**src/design/rpcd_pkg.sv**
```systemverilog
// rpcd_pkg: types and constants shared by the run-length pixel-map clip decoder
// holds the configuration and span structs, the decode phase and register index codes
// no dependencies

package rpcd_pkg;

	localparam int MAX_DIMENSION = 4096;

	localparam int CFG_DATA_W  = 12;
	localparam int CFG_INDEX_W = 3;

	typedef enum logic [1:0] {
		PH_HEADER  = 2'd0,
		PH_REPEAT  = 2'd1,
		PH_LITERAL = 2'd2
	} phase_t;

	typedef enum logic [CFG_INDEX_W-1:0] {
		REG_ALPHA_MODE     = 3'd0,
		REG_OPACITY        = 3'd1,
		REG_IMAGE_WIDTH    = 3'd2,
		REG_CLIP_COL_FIRST = 3'd3,
		REG_CLIP_COL_LAST  = 3'd4,
		REG_CLIP_ROW_FIRST = 3'd5,
		REG_CLIP_ROW_LAST  = 3'd6
	} cfg_index_t;

	typedef struct packed {
		logic        alpha_mode;
		logic [7:0]  opacity;
		logic [11:0] image_width;
		logic [11:0] clip_col_first;
		logic [11:0] clip_col_last;
		logic [11:0] clip_row_first;
		logic [11:0] clip_row_last;
	} cfg_t;

	typedef struct packed {
		logic        emit;
		logic [11:0] row;
		logic [11:0] col;
		logic [12:0] length;
		logic [7:0]  color;
		logic [7:0]  alpha;
		logic        direct_write;
	} span_t;

endpackage

```
**src/design/rle_pixmap_clip_decoder_top.sv**
```systemverilog
// rle_pixmap_clip_decoder_top: run-length pixel-map decoder with rectangle clipping
// a code word transaction loads the input register; its decoded span is then captured in the
// span register
// throughput: one code word per cycle while the output side is not stalled, set by the decode state update
// the span register decouples the output side; a stall there holds the input register
// reset: asynchronous, clears decode state, valids and configuration to defaults
// depends on rpcd_pkg and rpcd_decode

module rle_pixmap_clip_decoder_top
	import rpcd_pkg::*;
(
	input  logic                   clk,
	input  logic                   arst_n,
	input  logic                   cfg_we,
	input  logic [CFG_INDEX_W-1:0] cfg_index,
	input  logic [CFG_DATA_W-1:0]  cfg_data,
	input  logic                   code_valid,
	output logic                   code_ready,
	input  logic [15:0]            code_word,
	input  logic                   image_start,
	output logic                   span_valid,
	input  logic                   span_ready,
	output logic [11:0]            span_row,
	output logic [11:0]            span_col,
	output logic [12:0]            span_length,
	output logic [7:0]             span_color,
	output logic [7:0]             span_alpha,
	output logic                   direct_write
);

	cfg_t        cfg_q;
	logic        valid_s1;
	logic [15:0] word_s1;
	logic        start_s1;
	logic        out_free;
	logic        fire;
	span_t       span;
	span_t       span_q;
	logic        span_valid_q;

	always_ff @(posedge clk or negedge arst_n) begin
		if (!arst_n) begin
			cfg_q.alpha_mode     <= 1'b0;
			cfg_q.opacity        <= 8'hff;
			cfg_q.image_width    <= 12'd1;
			cfg_q.clip_col_first <= 12'd0;
			cfg_q.clip_col_last  <= 12'hfff;
			cfg_q.clip_row_first <= 12'd0;
			cfg_q.clip_row_last  <= 12'hfff;
		end else if (cfg_we) begin
			unique case (cfg_index)
				REG_ALPHA_MODE:     cfg_q.alpha_mode     <= cfg_data[0];
				REG_OPACITY:        cfg_q.opacity        <= cfg_data[7:0];
				REG_IMAGE_WIDTH:    cfg_q.image_width    <= cfg_data;
				REG_CLIP_COL_FIRST: cfg_q.clip_col_first <= cfg_data;
				REG_CLIP_COL_LAST:  cfg_q.clip_col_last  <= cfg_data;
				REG_CLIP_ROW_FIRST: cfg_q.clip_row_first <= cfg_data;
				REG_CLIP_ROW_LAST:  cfg_q.clip_row_last  <= cfg_data;
				default: ;
			endcase
		end
	end

	assign out_free   = !span_valid_q || span_ready;
	assign fire       = valid_s1 && out_free;
	assign code_ready = !valid_s1 || out_free;

	always_ff @(posedge clk or negedge arst_n) begin
		if (!arst_n) begin
			valid_s1 <= 1'b0;
		end else if (code_ready) begin
			valid_s1 <= code_valid;
		end
	end

	always_ff @(posedge clk) begin
		if (code_valid && code_ready) begin
			word_s1  <= code_word;
			start_s1 <= image_start;
		end
	end

	rpcd_decode u_decode (
		.clk    (clk),
		.arst_n (arst_n),
		.fire   (fire),
		.word   (word_s1),
		.start  (start_s1),
		.cfg    (cfg_q),
		.span   (span)
	);

	always_ff @(posedge clk or negedge arst_n) begin
		if (!arst_n) begin
			span_valid_q <= 1'b0;
		end else if (out_free) begin
			span_valid_q <= span.emit;
		end
	end

	always_ff @(posedge clk) begin
		if (span.emit) begin
			span_q <= span;
		end
	end

	assign span_valid   = span_valid_q;
	assign span_row     = span_q.row;
	assign span_col     = span_q.col;
	assign span_length  = span_q.length;
	assign span_color   = span_q.color;
	assign span_alpha   = span_q.alpha;
	assign direct_write = span_q.direct_write;

endmodule

```
**src/design/rpcd_decode.sv**
```systemverilog
// rpcd_decode: run-length decode state, row and column tracking, clipping and alpha scaling
// one code word is consumed per cycle in which fire is high
// depends on rpcd_pkg

module rpcd_decode
	import rpcd_pkg::*;
(
	input  logic        clk,
	input  logic        arst_n,
	input  logic        fire,
	input  logic [15:0] word,
	input  logic        start,
	input  cfg_t        cfg,
	output span_t       span
);

	phase_t      phase_q;
	logic [15:0] run_q;
	logic [16:0] col_q;
	logic [12:0] row_q;
	logic        fin_q;

	phase_t      phase_e, phase_n;
	logic [15:0] run_e, run_n;
	logic [16:0] col_e, col_n;
	logic [12:0] row_e, row_n;
	logic        fin_e, fin_n;

	logic        is_pixel;
	logic        is_repeat;
	logic [15:0] count;
	logic [7:0]  pix_alpha;
	logic [15:0] prod;
	logic [16:0] scaled;
	logic [7:0]  alpha;
	logic        show;
	logic [17:0] last;
	logic [16:0] lo;
	logic [11:0] hi;
	logic        fits;
	logic [16:0] col_adv;
	logic [12:0] row_inc;
	logic        run_done;

	always_ff @(posedge clk or negedge arst_n) begin
		if (!arst_n) begin
			phase_q <= PH_HEADER;
			run_q   <= '0;
			col_q   <= '0;
			row_q   <= '0;
			fin_q   <= 1'b0;
		end else if (fire) begin
			phase_q <= phase_n;
			run_q   <= run_n;
			col_q   <= col_n;
			row_q   <= row_n;
			fin_q   <= fin_n;
		end
	end

	// new image clears position and run state before the word is decoded
	always_comb begin
		if (start) begin
			phase_e = PH_HEADER;
			run_e   = '0;
			col_e   = '0;
			row_e   = '0;
			fin_e   = 1'b0;
		end else begin
			phase_e = phase_q;
			run_e   = run_q;
			col_e   = col_q;
			row_e   = row_q;
			fin_e   = fin_q;
		end
	end

	always_comb begin
		unique case (phase_e)
			PH_REPEAT:  begin is_pixel = 1'b1; is_repeat = 1'b1; end
			PH_LITERAL: begin is_pixel = 1'b1; is_repeat = 1'b0; end
			default:    begin is_pixel = 1'b0; is_repeat = 1'b0; end
		endcase
	end

	assign count     = is_repeat ? run_e : 16'd1;
	assign pix_alpha = word[15:8];
	assign prod      = pix_alpha * cfg.opacity;
	// exact divide by 255 for the product of two 8-bit values
	assign scaled    = (17'(prod) + 17'(prod[15:8]) + 17'd1) >> 8;

	always_comb begin
		if (cfg.alpha_mode) begin
			alpha = (cfg.opacity == 8'hff) ? pix_alpha : scaled[7:0];
			show  = (pix_alpha != 8'd0);
		end else begin
			alpha = cfg.opacity;
			show  = 1'b1;
		end
		if (cfg.opacity == 8'd0)
			show = 1'b0;
		if (row_e < {1'b0, cfg.clip_row_first} || row_e > {1'b0, cfg.clip_row_last})
			show = 1'b0;
	end

	assign last = {1'b0, col_e} + {2'b0, count} - 18'd1;
	assign lo   = (col_e > {5'b0, cfg.clip_col_first}) ? col_e : {5'b0, cfg.clip_col_first};
	assign hi   = (last < {6'b0, cfg.clip_col_last}) ? last[11:0] : cfg.clip_col_last;
	assign fits = (lo <= {5'b0, hi});

	always_comb begin
		span.emit         = fire && !fin_e && is_pixel && show && (count != 16'd0) && fits;
		span.row          = row_e[11:0];
		span.col          = lo[11:0];
		span.length       = {1'b0, hi} - {1'b0, lo[11:0]} + 13'd1;
		span.color        = word[7:0];
		span.alpha        = alpha;
		span.direct_write = !cfg.alpha_mode && (cfg.opacity == 8'hff);
	end

	assign col_adv  = col_e + {1'b0, count};
	assign row_inc  = row_e + 13'd1;
	assign run_done = is_repeat || (run_e <= 16'd1);

	always_comb begin
		phase_n = phase_e;
		run_n   = run_e;
		col_n   = col_e;
		row_n   = row_e;
		fin_n   = fin_e;
		if (!fin_e) begin
			if (!is_pixel) begin
				if (cfg.alpha_mode) begin
					run_n   = {1'b0, word[14:0]} + 16'd1;
					phase_n = word[15] ? PH_REPEAT : PH_LITERAL;
				end else begin
					run_n   = {9'b0, word[6:0]} + 16'd1;
					phase_n = word[7] ? PH_REPEAT : PH_LITERAL;
				end
			end else begin
				col_n = col_adv;
				if (run_done) begin
					run_n   = '0;
					phase_n = PH_HEADER;
					if (col_adv >= {5'b0, cfg.image_width}) begin
						col_n = '0;
						row_n = row_inc;
						if (row_inc > {1'b0, cfg.clip_row_last}
							|| 32'(row_inc) >= MAX_DIMENSION)
							fin_n = 1'b1;
					end
				end else begin
					run_n = run_e - 16'd1;
				end
			end
		end
	end

endmodule

```
**config.mk**
```make
export PLATFORM = sky130hd
export DESIGN_NAME = rle_pixmap_clip_decoder_top
export DESIGN_NICKNAME = d
export VERILOG_FILES = /design/src/design/rpcd_pkg.sv /design/src/design/rle_pixmap_clip_decoder_top.sv /design/src/design/rpcd_decode.sv
export SDC_FILE = /design/constraint.sdc
export NUM_CORES = 1
export LEC_CHECK = 0
export ABC_CLOCK_PERIOD_IN_PS = 14200
export BUFFER_PORTS_ARGS = -buffer_cell sky130_fd_sc_hd__buf_2
export CORE_UTILIZATION = 50
export CTS_CLUSTER_SIZE = 28
export DETAILED_ROUTE_END_ITERATION = 6
export PLACE_DENSITY_LB_ADDON = 0.25
export SYNTH_ARGS = -nofsm -noshare
export SYNTH_HDL_FRONTEND = slang
export SYNTH_SLANG_ARGS = --single-unit
```
**constraint.sdc**
```tcl
create_clock -name clk -period 14.2 [get_ports clk]
set_input_delay 0 -clock clk [delete_from_list [all_inputs] [get_ports clk]]
set_output_delay 0 -clock clk [all_outputs]
set_load 0.02 [all_outputs]
```
==> reports/qor.yml, run 1 <==
clkTransAtPathRegs_ns: 0.08
fillers: 2674
status: "finished, final reports clean"
powerDensity_nw_per_um2: 189
start_util: 0.509
synth-seq-area-share: 0.331
ir_worst_vdd_mv: 0.136
die_height_um: 179
max_freq_mhz: 104
drive_above_1_share: 0.138
grt_max_degree: 67
hp-class: "in -> reg"
synthCells: 1643
final_area_sq_um: 17400
antenna_cells: 0
skew_ns: 0.0226
drc: 0
synth_enable_flop_cells: 71
rsz0062_at_grt: "false"
cts_setup_buffers: 0
synthDistinctLibCells: 81
slew_headroom: 0.166
synth.net_count: 1920
worst_pin_slew_ns: 1.24
fin_crit_ns: 9.65
synthToLayoutAreaGrowth_pct: 11.6
htreeDepth: 4
total_power_w: 0.00330
layout_common_cells: "inv_1 (201), ha_1 (201), nand2_1 (152)"
ys_top_cells_by_area: "ha_1 (16%), dfrtp_1 (14%), edfxtp_1 (14%)"
slew_viol_final: 0
fin_setup_tns_ns: 0
drt-pass1-iter-count: 5
synth_top_area_frac: 0.161
post-route-period-util: 0.679
cp.required_ns: 14.30
cpPeakStageDelay_ns: 0.90
whs_ns: 0.0740
crit_type: "reg -> reg"
synth_seq_cells: 191
vias_per_cell: 5.77
antenna_left: 0
path_common_cell: "ha_1"
cts_max_path_buffers: 2
nets: 2018
wl_mm: 40.5
clockRootBuffer: "clkbuf_16"
p_leak_nw: 8.54
syn_area_sq_um: 15600
grt_overflow_total: 0
portBuffers: 92
drt_iter0_drc: 873
synth_warnings: 0
hold_buffers: 33
ys.flop_type: "dfrtp_1"
post_drt_wl_per_cell_um: 18.8
core-area_sq_um: 30700
antenna_found_initial: 2
post_dp_cell_area_sq_um: 16400
vias: 12400
clkLatencyLatePin_ns: 0.47
synth_top_area_cell: "ha_1"
grt_pass1_vias: 12000
fp.dieArea_sq_um: 32000
cp_slowest_cell: "nor2b_1"
io_pins: 93
cts_buffers: 17
place_hpwl_mm: 30.1
cp-start-kind: "register"
path_max_fanout: 55
synth.avg_cell_area_sq_um: 9.51
tritoncts_num_sinks: 191
place_congestion: 0.885
grt_usage: 0.264
crit_arrival_ns: 9.75
grt_pass1_wl_mm: 64.5
critPathCaptureType: "register"
maxCapViolations: 0
rows: 64
cts_tree: "built"
fp.dieW_um: 179
synthArstFlopShare: 0.628
setup_violations: 0
fin_util: 0.569
finalHoldViolCount: 0
cts_resized: 0
[power by group]
part	leakage [nW]	internal, W	switching, W
Combinational	6.08	0.000847	0.00111
Clock	0.326	0.000287	0.000256
Sequential	2.14	0.000699	0.0000998
Total	8.54	0.00183	0.00147
[cells by family after synthesis]
kind of cell	Yosys count	synth area share
adder cells (fa/ha/maj)	240	0.211
flip-flops	191	0.331
buffers and inverters	255	0.0625
AND/OR/NAND/NOR	442	0.139
AO/OA/AOI/OAI	344	0.145
XOR/XNOR	70	0.0393
multiplexers	101	0.0718
[routing by layer]
metal | track usage | routed length [um] | part of all wire | vias up
li1 | - | - | - | 5930
met1 | 0.369 | 18600 | 0.46 | 6075
met2 | 0.418 | 19100 | 0.47 | 329
met3 | 0.0350 | 1740 | 0.043 | 75
met4 | 0.0960 | 1090 | 0.027 | 0
met5 | 0 | 0 | 0 | -
[stage by stage]
| step | setup WS, ns | std cells |
|---|---|---|
| after floorplan | 2.08 | 1643 |
| after global placement | 5.00 | 2085 |
| after detailed placement | 4.66 | 2085 |
| after CTS | 4.61 | 2150 |
| after global routing | 3.70 | 2150 |
| final | 4.55 | 2150 |
[synth_stat cells, drive strengths merged (21+ instances only)]
| library cell | instances |
|---|---|
| fa | 39 |
| dfstp | 33 |
| nand3 | 30 |
| and2 | 37 |
| clkbuf | 39 |
| o21a | 25 |
| ha | 201 |
| nor3 | 41 |
| a21o | 28 |
| dfrtp | 87 |
| mux2i | 40 |
| xnor2 | 53 |
| a21oi | 75 |
| edfxtp | 71 |
| nor2 | 70 |
| nand4 | 21 |
| mux2 | 61 |
| nand2 | 152 |
| o21ai | 106 |
| nor2b | 33 |
| inv | 202 |
[worst max-delay path, delay by kind of cell (launching register included)]
kind	cells	cell delay (ns)
simple gates	7	2.60
compound gates	14	2.58
buf+inv	4	1.58
fa+ha+maj	5	1.47
mux	1	0.47
flops	1	0.33
xor+xnor	1	0.13
[state kept, by name, indices dropped and copies added, names as in the netlist]
name / count
u_decode.row_q: 13
start_s1: 1
u_decode.col_q: 17
u_decode.fin_q: 1
span_color: 8
u_decode.run_q: 16
cfg_q: 69
span_valid: 1
span_col: 12
u_decode.phase_q: 2
span_alpha: 8
direct_write: 1
span_row: 12
word_s1: 16
span_length: 13
valid_s1: 1
[area by class of cell]
cell class                      count  area [sq um]  area share
Tap cell                          396           495      0.0284
Clock inverter                     12           169     0.00969
Clock buffer                       20           500      0.0287
Sequential cell                   191          5180       0.297
Inverter                          202           758      0.0435
Multi-Input combinational cell   1197          9490       0.544
Timing Repair Buffer              132           846      0.0485
[final timing paths]
| path | from | to | slack, ns | cells after the start |
|---|---|---|---|---|
| min in group asynchronous | arst_n | valid_s1 | 0.18 | 2 |
| min reg2reg | u_decode.col_q[10] | u_decode.col_q[10] | 0.50 | 1 |
| min | cfg_index[1] | cfg_q[68] | 0.07 | 3 |
| max reg2reg | start_s1 | span_alpha[3] | 4.55 | 32 |
| max in group asynchronous | arst_n | u_decode.run_q[12] | 12.68 | 3 |
| max | start_s1 | span_alpha[3] | 4.55 | 32 |
Note: power is estimated with default switching activity, not from simulation.
==> inputs of run 2 (changes only) <==
--- a/config.mk
+++ b/config.mk
@@ -5,7 +5,8 @@
 export SDC_FILE = /design/constraint.sdc
 export NUM_CORES = 1
 export LEC_CHECK = 0
-export ABC_CLOCK_PERIOD_IN_PS = 14200
+export ABC_AREA = 1
+export ABC_CLOCK_PERIOD_IN_PS = 7700
 export BUFFER_PORTS_ARGS = -buffer_cell sky130_fd_sc_hd__buf_2
 export CORE_UTILIZATION = 50
 export CTS_CLUSTER_SIZE = 28
==> constraint.sdc (replaced) <==
create_clock -name clk -period 7.7 [get_ports clk]
set_input_delay 0 -clock clk [delete_from_list [all_inputs] [get_ports clk]]
set_output_delay 0 -clock clk [all_outputs]
set_load 0.02 [all_outputs]
==> run 2 against run 1 <==
Maximum frequency is 40% higher; sequential share of layout area is 1.6 points lower; sequential power is 74% higher; combinational power is 69% higher; final cell count is 29% higher; die area is 6.1% higher; total power is 71% higher; via count is 19% higher; flip-flop and latch count stayed put.
==> reports/qor.yml, run 2 <==
post-route-period-util: 0.896  # was 0.679
cp_slowest_cell: "edfxtp_1"  # was nor2b_1
core-area_sq_um: 32600  # was 30700 sq um
crit_arrival_ns: 7.12  # was 9.75 ns
start_util: 0.509  # about the same
htreeDepth: 4  # unchanged
vias_per_cell: 5.30  # was 5.77
muxShareOfSynthArea: 0  # was 0.0718
synth_top_area_frac: 0.152  # was 0.161
reg.largest.list: "cfg_q x69, u_decode.col_q x17"  # unchanged
final_area_sq_um: 18400  # was 17400 sq um
fin_setup_tns_ns: 0  # unchanged
critPathTopFamily: "simple AND/OR/NAND/NOR gates"  # unchanged
synth-compound-area-share: 0.105  # was 0.145
synth_enable_flop_cells: 71  # unchanged
grt_pass1_wl_mm: 72.5  # was 64.5 mm
drc: 0  # unchanged
cp.required_ns: 7.92  # was 14.30 ns
synth-seq-area-share: 0.312  # was 0.331
status: "finished, final reports clean"  # unchanged
rr_worst_depth: 41  # was 32
place_congestion: 0.992  # was 0.885
antenna_found_initial: 1  # was 2
die_height_um: 184  # was 179 um
critPathCaptureType: "register"  # unchanged
synth-xor-area-share: 0.0332  # was 0.0393
tritoncts_num_sinks: 191  # unchanged
path_max_fanout: 20  # was 55
wl_mm: 45.2  # was 40.5 mm
fin_crit_ns: 6.90  # was 9.65 ns
synth.top_cells.by_count: "nand2_1 (558), inv_1 (417), ha_1 (201)"  # was ha_1 (201), inv_1 (201), nand2_1 (152)
skew_ns: 0.0159  # was 0.0226 ns
yosysMostFrequentCell: "nand2_1"
synthDistinctLibCells: 56  # was 81
synthToLayoutAreaGrowth_pct: 11.0  # was 11.6%
fp.dieW_um: 184  # was 179 um
antenna_left: 0  # unchanged
finalHoldViolCount: 0  # unchanged
cts_tree: "built"  # unchanged
clkLatencyLatePin_ns: 0.47  # about the same
synth_warnings: 0  # unchanged
rsz0062_at_grt: "false"  # unchanged
setup_violations: 0  # unchanged
io_pins: 93  # unchanged
synth-simple-area-share: 0.238  # was 0.139
cts_max_path_buffers: 2  # unchanged
synth.avg_cell_area_sq_um: 7.45  # was 9.51 sq um
ys.flop_type: "dfrtp_1"  # unchanged
grt_overflow_total: 0  # unchanged
top_register: "cfg_q"  # unchanged
synthArstFlopShare: 0.628  # unchanged
vias: 14700  # was 12400
slew_viol_final: 0  # unchanged
slew_headroom: 0.444  # was 0.166
ir_worst_vdd_mv: 0.217  # was 0.136 mV
synth_seq_cells: 191  # unchanged
cts_setup_buffers: 0  # unchanged
largest_reg_flops: 69  # unchanged
drt_iter0_drc: 1094  # was 873
dp_slack_ns: 0.755  # was 4.66 ns
maxCapViolations: 0  # unchanged
synth_top_area_cell: "ha_1"  # unchanged
fin_ws_ns: 0.798  # was 4.55 ns
layout_common_cells: "nand2_1 (557), inv_1 (416), ha_1 (201)"  # was inv_1 (201), ha_1 (201), nand2_1 (152)
fp.dieArea_sq_um: 33900  # was 32000 sq um
final_common_cell: "nand2_1"
worst_pin_slew_ns: 0.832  # was 1.24 ns
synthCells: 2225  # was 1643
ys_top_cells_by_area: "ha_1 (15%), dfrtp_1 (13%), edfxtp_1 (13%)"  # was ha_1 (16%), dfrtp_1 (14%), edfxtp_1 (14%)
syn_area_sq_um: 16600  # was 15600 sq um
crit_buf_inv: 7  # was 4
cts_buffers: 17  # unchanged
rows: 66  # was 64
path_depth: 41  # was 32
max_freq_mhz: 145  # was 104 MHz
portBuffers: 92  # unchanged
p_leak_nw: 9.93  # was 8.54 nW
synthAdderAreaFrac: 0.199  # was 0.211
cpPeakStageDelay_ns: 0.44  # was 0.90 ns
clkTransAtPathRegs_ns: 0.09  # was 0.08 ns
powerDensity_nw_per_um2: 306  # was 189 nW/um^2
hold_depth: 3  # unchanged
grt_max_degree: 67  # unchanged
crit_type: "reg -> reg"  # unchanged
grt_usage: 0.278  # was 0.264
path_common_cell: "nand2_1"  # was ha_1
nets: 2599  # was 2018
place_hpwl_mm: 35.0  # was 30.1 mm
hp-class: "in -> reg"  # unchanged
post_drt_wl_per_cell_um: 16.3  # was 18.8 um
clockRootBuffer: "clkbuf_16"  # unchanged
grt_pass1_vias: 14200  # was 12000
cp-start-kind: "register"  # unchanged
drt-pass1-iter-count: 6  # was 5
post_dp_cell_area_sq_um: 17500  # was 16400 sq um
synth.net_count: 2502  # was 1920
synth_top_family_by_area: "simple AND/OR/NAND/NOR gates"  # was adder cells
drive_above_1_share: 0.0942  # was 0.138
==> run 2: cell types whose count changed after synthesis, moves of 38 or more <==
cell,change
a21oi_1,+50
inv_1,+216
mux2_2,-49
mux2i_1,-40
nand2_1,+406
nand3_1,+79
nor2_1,+79
o21ai_0,+51
xnor2_1,-47
xor2_1,+38
==> run 2: final timing paths <==
check | startpoint | to | slack (ns)
setup / recovery | start_s1 | span_length[12] | 0.80
hold / removal | cfg_data[6] | cfg_q[66] | 0.02
setup reg to reg | start_s1 | span_length[12] | 0.80
hold reg to reg | word_s1[5] | span_color[5] | 0.45
max in group asynchronous | arst_n | cfg_q[14] | 6.24
min in group asynchronous | arst_n | cfg_q[68] | 0.15
==> run 2: kinds of logic (layout without fill, tap and decap cells) <==
logic type | count (synthesis) | in the layout
compound gates | 317 | 317
xor+xnor | 62 | 62
fa+ha+maj | 240 | 240
buf+inv | 488 | 598
flops | 191 | 191
other cells | 0 | 1
simple gates | 927 | 927
==> run 2: metrics by stage <==
step / std cells / util / power [W] / hold slack (ns)
6_report: 2778 / 0.564 / 0.00562 / 0.0215
5_1_grt: 2777 / 0.564 / 0.00617 / 0.0165
4_1_cts: 2776 / 0.564 / 0.00562 / 0.00470
3_5_place_dp: 2711 / 0.535 / 0.00468 / 0.131
3_3_place_gp: 2711 / 0.535 / 0.00462 / 0.127
2_1_floorplan: 2225 / - / 0.00388 / -0.296
==> run 2: routing by layer <==
metal  part of all wire  wire length (um)  GRT usage  vias to the layer above
met1               0.44             19700      0.354                     6873
met2               0.48             21800      0.478                      456
li1                   -                 -          -                     7291
met3              0.052              2340     0.0433                       89
met4              0.030              1350     0.0940                        2
met5            0.00018                 8          0                        -
==> run 2: final cells by class <==
cell class / instances / area, sq um
clock inverter: 14 / 159
antenna: 1 / 2.50
tap: 442 / 553
sequential: 191 / 5180
multi-input combinational: 1546 / 9540
fill: 3059 / 14200
timing repair buffer: 140 / 933
inverter: 426 / 1600
clock buffer: 18 / 439
==> run 2: worst register-to-register path, delay by kind of cell (launching register included) <==
family | cells | cell delay (ns)
flip-flops | 1 | 0.44
adder cells (fa/ha/maj) | 5 | 1.64
AO/OA/AOI/OAI | 10 | 1.67
AND/OR/NAND/NOR | 18 | 1.89
buffers and inverters | 7 | 0.84
XOR/XNOR | 1 | 0.18
==> run 2: where the power goes <==
part	leakage, nW	internal [W]	switching, W
registers	2.13	0.00127	0.000124
clock network	0.291	0.000448	0.000465
logic	7.51	0.00116	0.00217
==> run 2: timing repair <==
| item | 4_1_cts | 5_1_grt |
|---|---|---|
| gates resized for setup | 0 | 2 |
| hold buffers | 33 | 1 |
| endpoints found under the setup margin | 0 | 1 |
| hold endpoints to repair | 93 | 1 |
==> inputs of run 3 (changes only) <==
--- a/config.mk
+++ b/config.mk
@@ -5,7 +5,7 @@
 export SDC_FILE = /design/constraint.sdc
 export NUM_CORES = 1
 export LEC_CHECK = 0
-export ABC_AREA = 1
+export ABC_AREA = 0
 export ABC_CLOCK_PERIOD_IN_PS = 7700
 export BUFFER_PORTS_ARGS = -buffer_cell sky130_fd_sc_hd__buf_2
 export CORE_UTILIZATION = 50
==> run 3 against run 2 <==
Critical path depth down 12; design area is 4.1% lower; flip-flop and latch count is the same; highest routed layer is now met4.
==> reports/qor.yml, run 3 (synthesis results as in run 1) <==
intPower_w: 0.00335  # was 0.00287 W
start_util: 0.509  # about the same
cpPeakStageDelay_ns: 0.44  # about the same
fin_ws_ns: 0.453  # was 0.798 ns
cp-start-kind: "register"  # unchanged
fp.dieW_um: 179  # was 184 um
powerDensity_nw_per_um2: 348  # was 306 nW/um^2
cp_slowest_cell: "edfxtp_1"  # unchanged
hold_depth: 3  # unchanged
clkTransAtPathRegs_ns: 0.08  # was 0.09 ns
slew_viol_final: 0  # unchanged
hp-class: "in -> reg"  # unchanged
drive_above_1_share: 0.157  # was 0.0942
r2r_start: "start_s1"  # unchanged
p_switching_w: 0.00279  # was 0.00276 W
cts_max_path_buffers: 2  # unchanged
portBuffers: 92  # unchanged
htreeDepth: 4  # unchanged
max_freq_mhz: 138  # was 145 MHz
crit_arrival_ns: 7.46  # was 7.12 ns
post_drt_wl_per_cell_um: 19.1  # was 16.3 um
grt_pass1_vias: 12200  # was 14200
wl_mm: 41.3  # was 45.2 mm
rr_worst_depth: 29  # was 41
post-route-period-util: 0.941  # was 0.896
antenna_found_initial: 1  # unchanged
grt_pass1_wl_mm: 65.3  # was 72.5 mm
cts_buffers: 17  # unchanged
grt_usage: 0.267  # was 0.278
critPathCaptureType: "register"  # unchanged
finalHoldViolCount: 0  # unchanged
skew_ns: 0.0174  # was 0.0159 ns
hold_path_end: "cfg_q[68]"  # was cfg_q[66]
place_congestion: 0.929  # was 0.992
crit_type: "reg -> reg"  # unchanged
tritoncts_num_sinks: 191  # unchanged
cts_tree: "built"  # unchanged
vias_per_cell: 5.77  # was 5.30
layout_common_cells: "inv_1 (198), ha_1 (192), nand2_1 (148)"  # was nand2_1 (557), inv_1 (416), ha_1 (201)
setup_violations: 0  # unchanged
clkLatencyLatePin_ns: 0.47  # about the same
largest_reg_flops: 69  # unchanged
rr_endpoint: "span_length[12]"  # unchanged
vias: 12500  # was 14700
drt-pass1-iter-count: 7  # was 6
p_sw_frac: 0.454  # was 0.490
cts_setup_buffers: 0  # unchanged
ir_worst_vdd_mv: 0.301  # was 0.217 mV
slew_headroom: 0.203  # was 0.444
cp.required_ns: 7.91  # was 7.92 ns
synthToLayoutAreaGrowth_pct: 13.0  # was 11.0%
nets: 2028  # was 2599
core-area_sq_um: 30700  # was 32600 sq um
fp.dieArea_sq_um: 32000  # was 33900 sq um
clockRootBuffer: "clkbuf_16"  # unchanged
path_common_cell: "ha_1"  # was nand2_1
drt_iter0_drc: 803  # was 1094
pwr-share-clk: 0.148  # was 0.162
worst_pin_slew_ns: 1.19  # was 0.832 ns
p_leak_nw: 8.60  # was 9.93 nW
die_height_um: 179  # was 184 um
antenna_left: 0  # unchanged
fin_crit_ns: 7.25  # was 6.90 ns
path_max_fanout: 21  # was 20
final_common_cell: "inv_1"  # was nand2_1
p_seq_frac: 0.239  # was 0.247
reg.largest.list: "cfg_q x69, u_decode.col_q x17"  # unchanged
io_pins: 93  # unchanged
dp.cells: 2095  # was 2711
grt_overflow_total: 0  # unchanged
worstHoldStart: "cfg_index[1]"  # was cfg_data[6]
combPwrFrac: 0.613  # was 0.591
grt_max_degree: 78  # was 67
top_register: "cfg_q"  # unchanged
rows: 64  # was 66
drc: 0  # unchanged
r2r_setup_slack_ns: 0.45  # was 0.80 ns
place_hpwl_mm: 30.7  # was 35.0 mm
dp_slack_ns: 0.383  # was 0.755 ns
maxCapViolations: 0  # unchanged
status: "finished, final reports clean"  # unchanged
final_cells: 2161  # was 2778
==> run 3: cell count changes in the layout (fill, tap and decap cells not counted), sizes merged, moves of 33 or more <==
cell	previous run	this run
nand2	563	152
inv	433	210
nand3	119	30
nor2	159	70
mux2	0	61
a21oi	127	75
xnor2	6	53
mux2i	0	40
xor2	56	17
and2	1	37
o21ai	142	106
nor2b	0	33
==> run 3: cell type report <==
type | instances | area (sq um)
Antenna cell | 1 | 2.50
Fill cell | 2694 | 13000
Inverter | 202 | 761
Sequential cell | 191 | 5180
Clock buffer | 19 | 454
Clock inverter | 13 | 141
Multi-Input combinational cell | 1197 | 9690
Timing Repair Buffer | 142 | 928
Tap cell | 396 | 495
==> run 3: power groups by stage <==
stage / Combinational (W) / Clock, W / Sequential, W
floorplan: 0.00290 / 0 / 0.00139
global placement: 0.00357 / 0 / 0.00148
detailed placement: 0.00363 / 0 / 0.00148
CTS: 0.00371 / 0.000924 / 0.00146
global route: 0.00423 / 0.000963 / 0.00149
finish: 0.00376 / 0.000910 / 0.00147
==> run 3: through the flow <==
stage	setup TNS [ns]	util	total power [W]	hold slack [ns]	instance area [sq um]
2_1_floorplan	-11.83	-	0.00429	-0.296	15900
3_3_place_gp	0	0.544	0.00505	0.0789	16700
3_5_place_dp	0	0.544	0.00512	0.0900	16700
4_1_cts	0	0.574	0.00610	0.0426	17600
5_1_grt	-0.00823	0.575	0.00669	0.0614	17600
6_report	0	0.575	0.00614	0.0647	17600
==> run 3: worst max-delay path, delay by kind of cell, from the launching register on <==
| kind | cells | cell delay (ns) |
|---|---|---|
| compound gates | 9 | 1.96 |
| fa+ha+maj | 5 | 1.73 |
| simple gates | 7 | 1.21 |
| buf+inv | 5 | 0.91 |
| flops | 1 | 0.44 |
| xor+xnor | 2 | 0.37 |
| mux | 1 | 0.34 |
==> run 3: per-layer routing <==
metal | wire, um | vias up | track usage
met2 | 20000 | 302 | 0.443
met5 | 0 | - | 0
met3 | 1920 | 66 | 0.0441
li1 | - | 5961 | -
met1 | 18400 | 6131 | 0.353
met4 | 1010 | 0 | 0.0876
==> run 3: timing repair <==
action                                 CTS  global route
gates resized for setup                  0             7
setup endpoints to repair                0             3
hold buffers                            33             0
endpoints found under the hold margin  106             0
==> run 3: worst max-delay path by stage <==
stage               cells after the start  slack (ns)         endpoint      from
finish                                 29        0.45  span_length[12]  start_s1
floorplan                              30       -0.22     direct_write  start_s1
global route                           34      -0.008  span_length[11]  start_s1
CTS                                    31        0.29  span_length[11]  start_s1
global placement                       31        0.60  span_length[11]  start_s1
detailed placement                     30        0.38  span_length[12]  start_s1
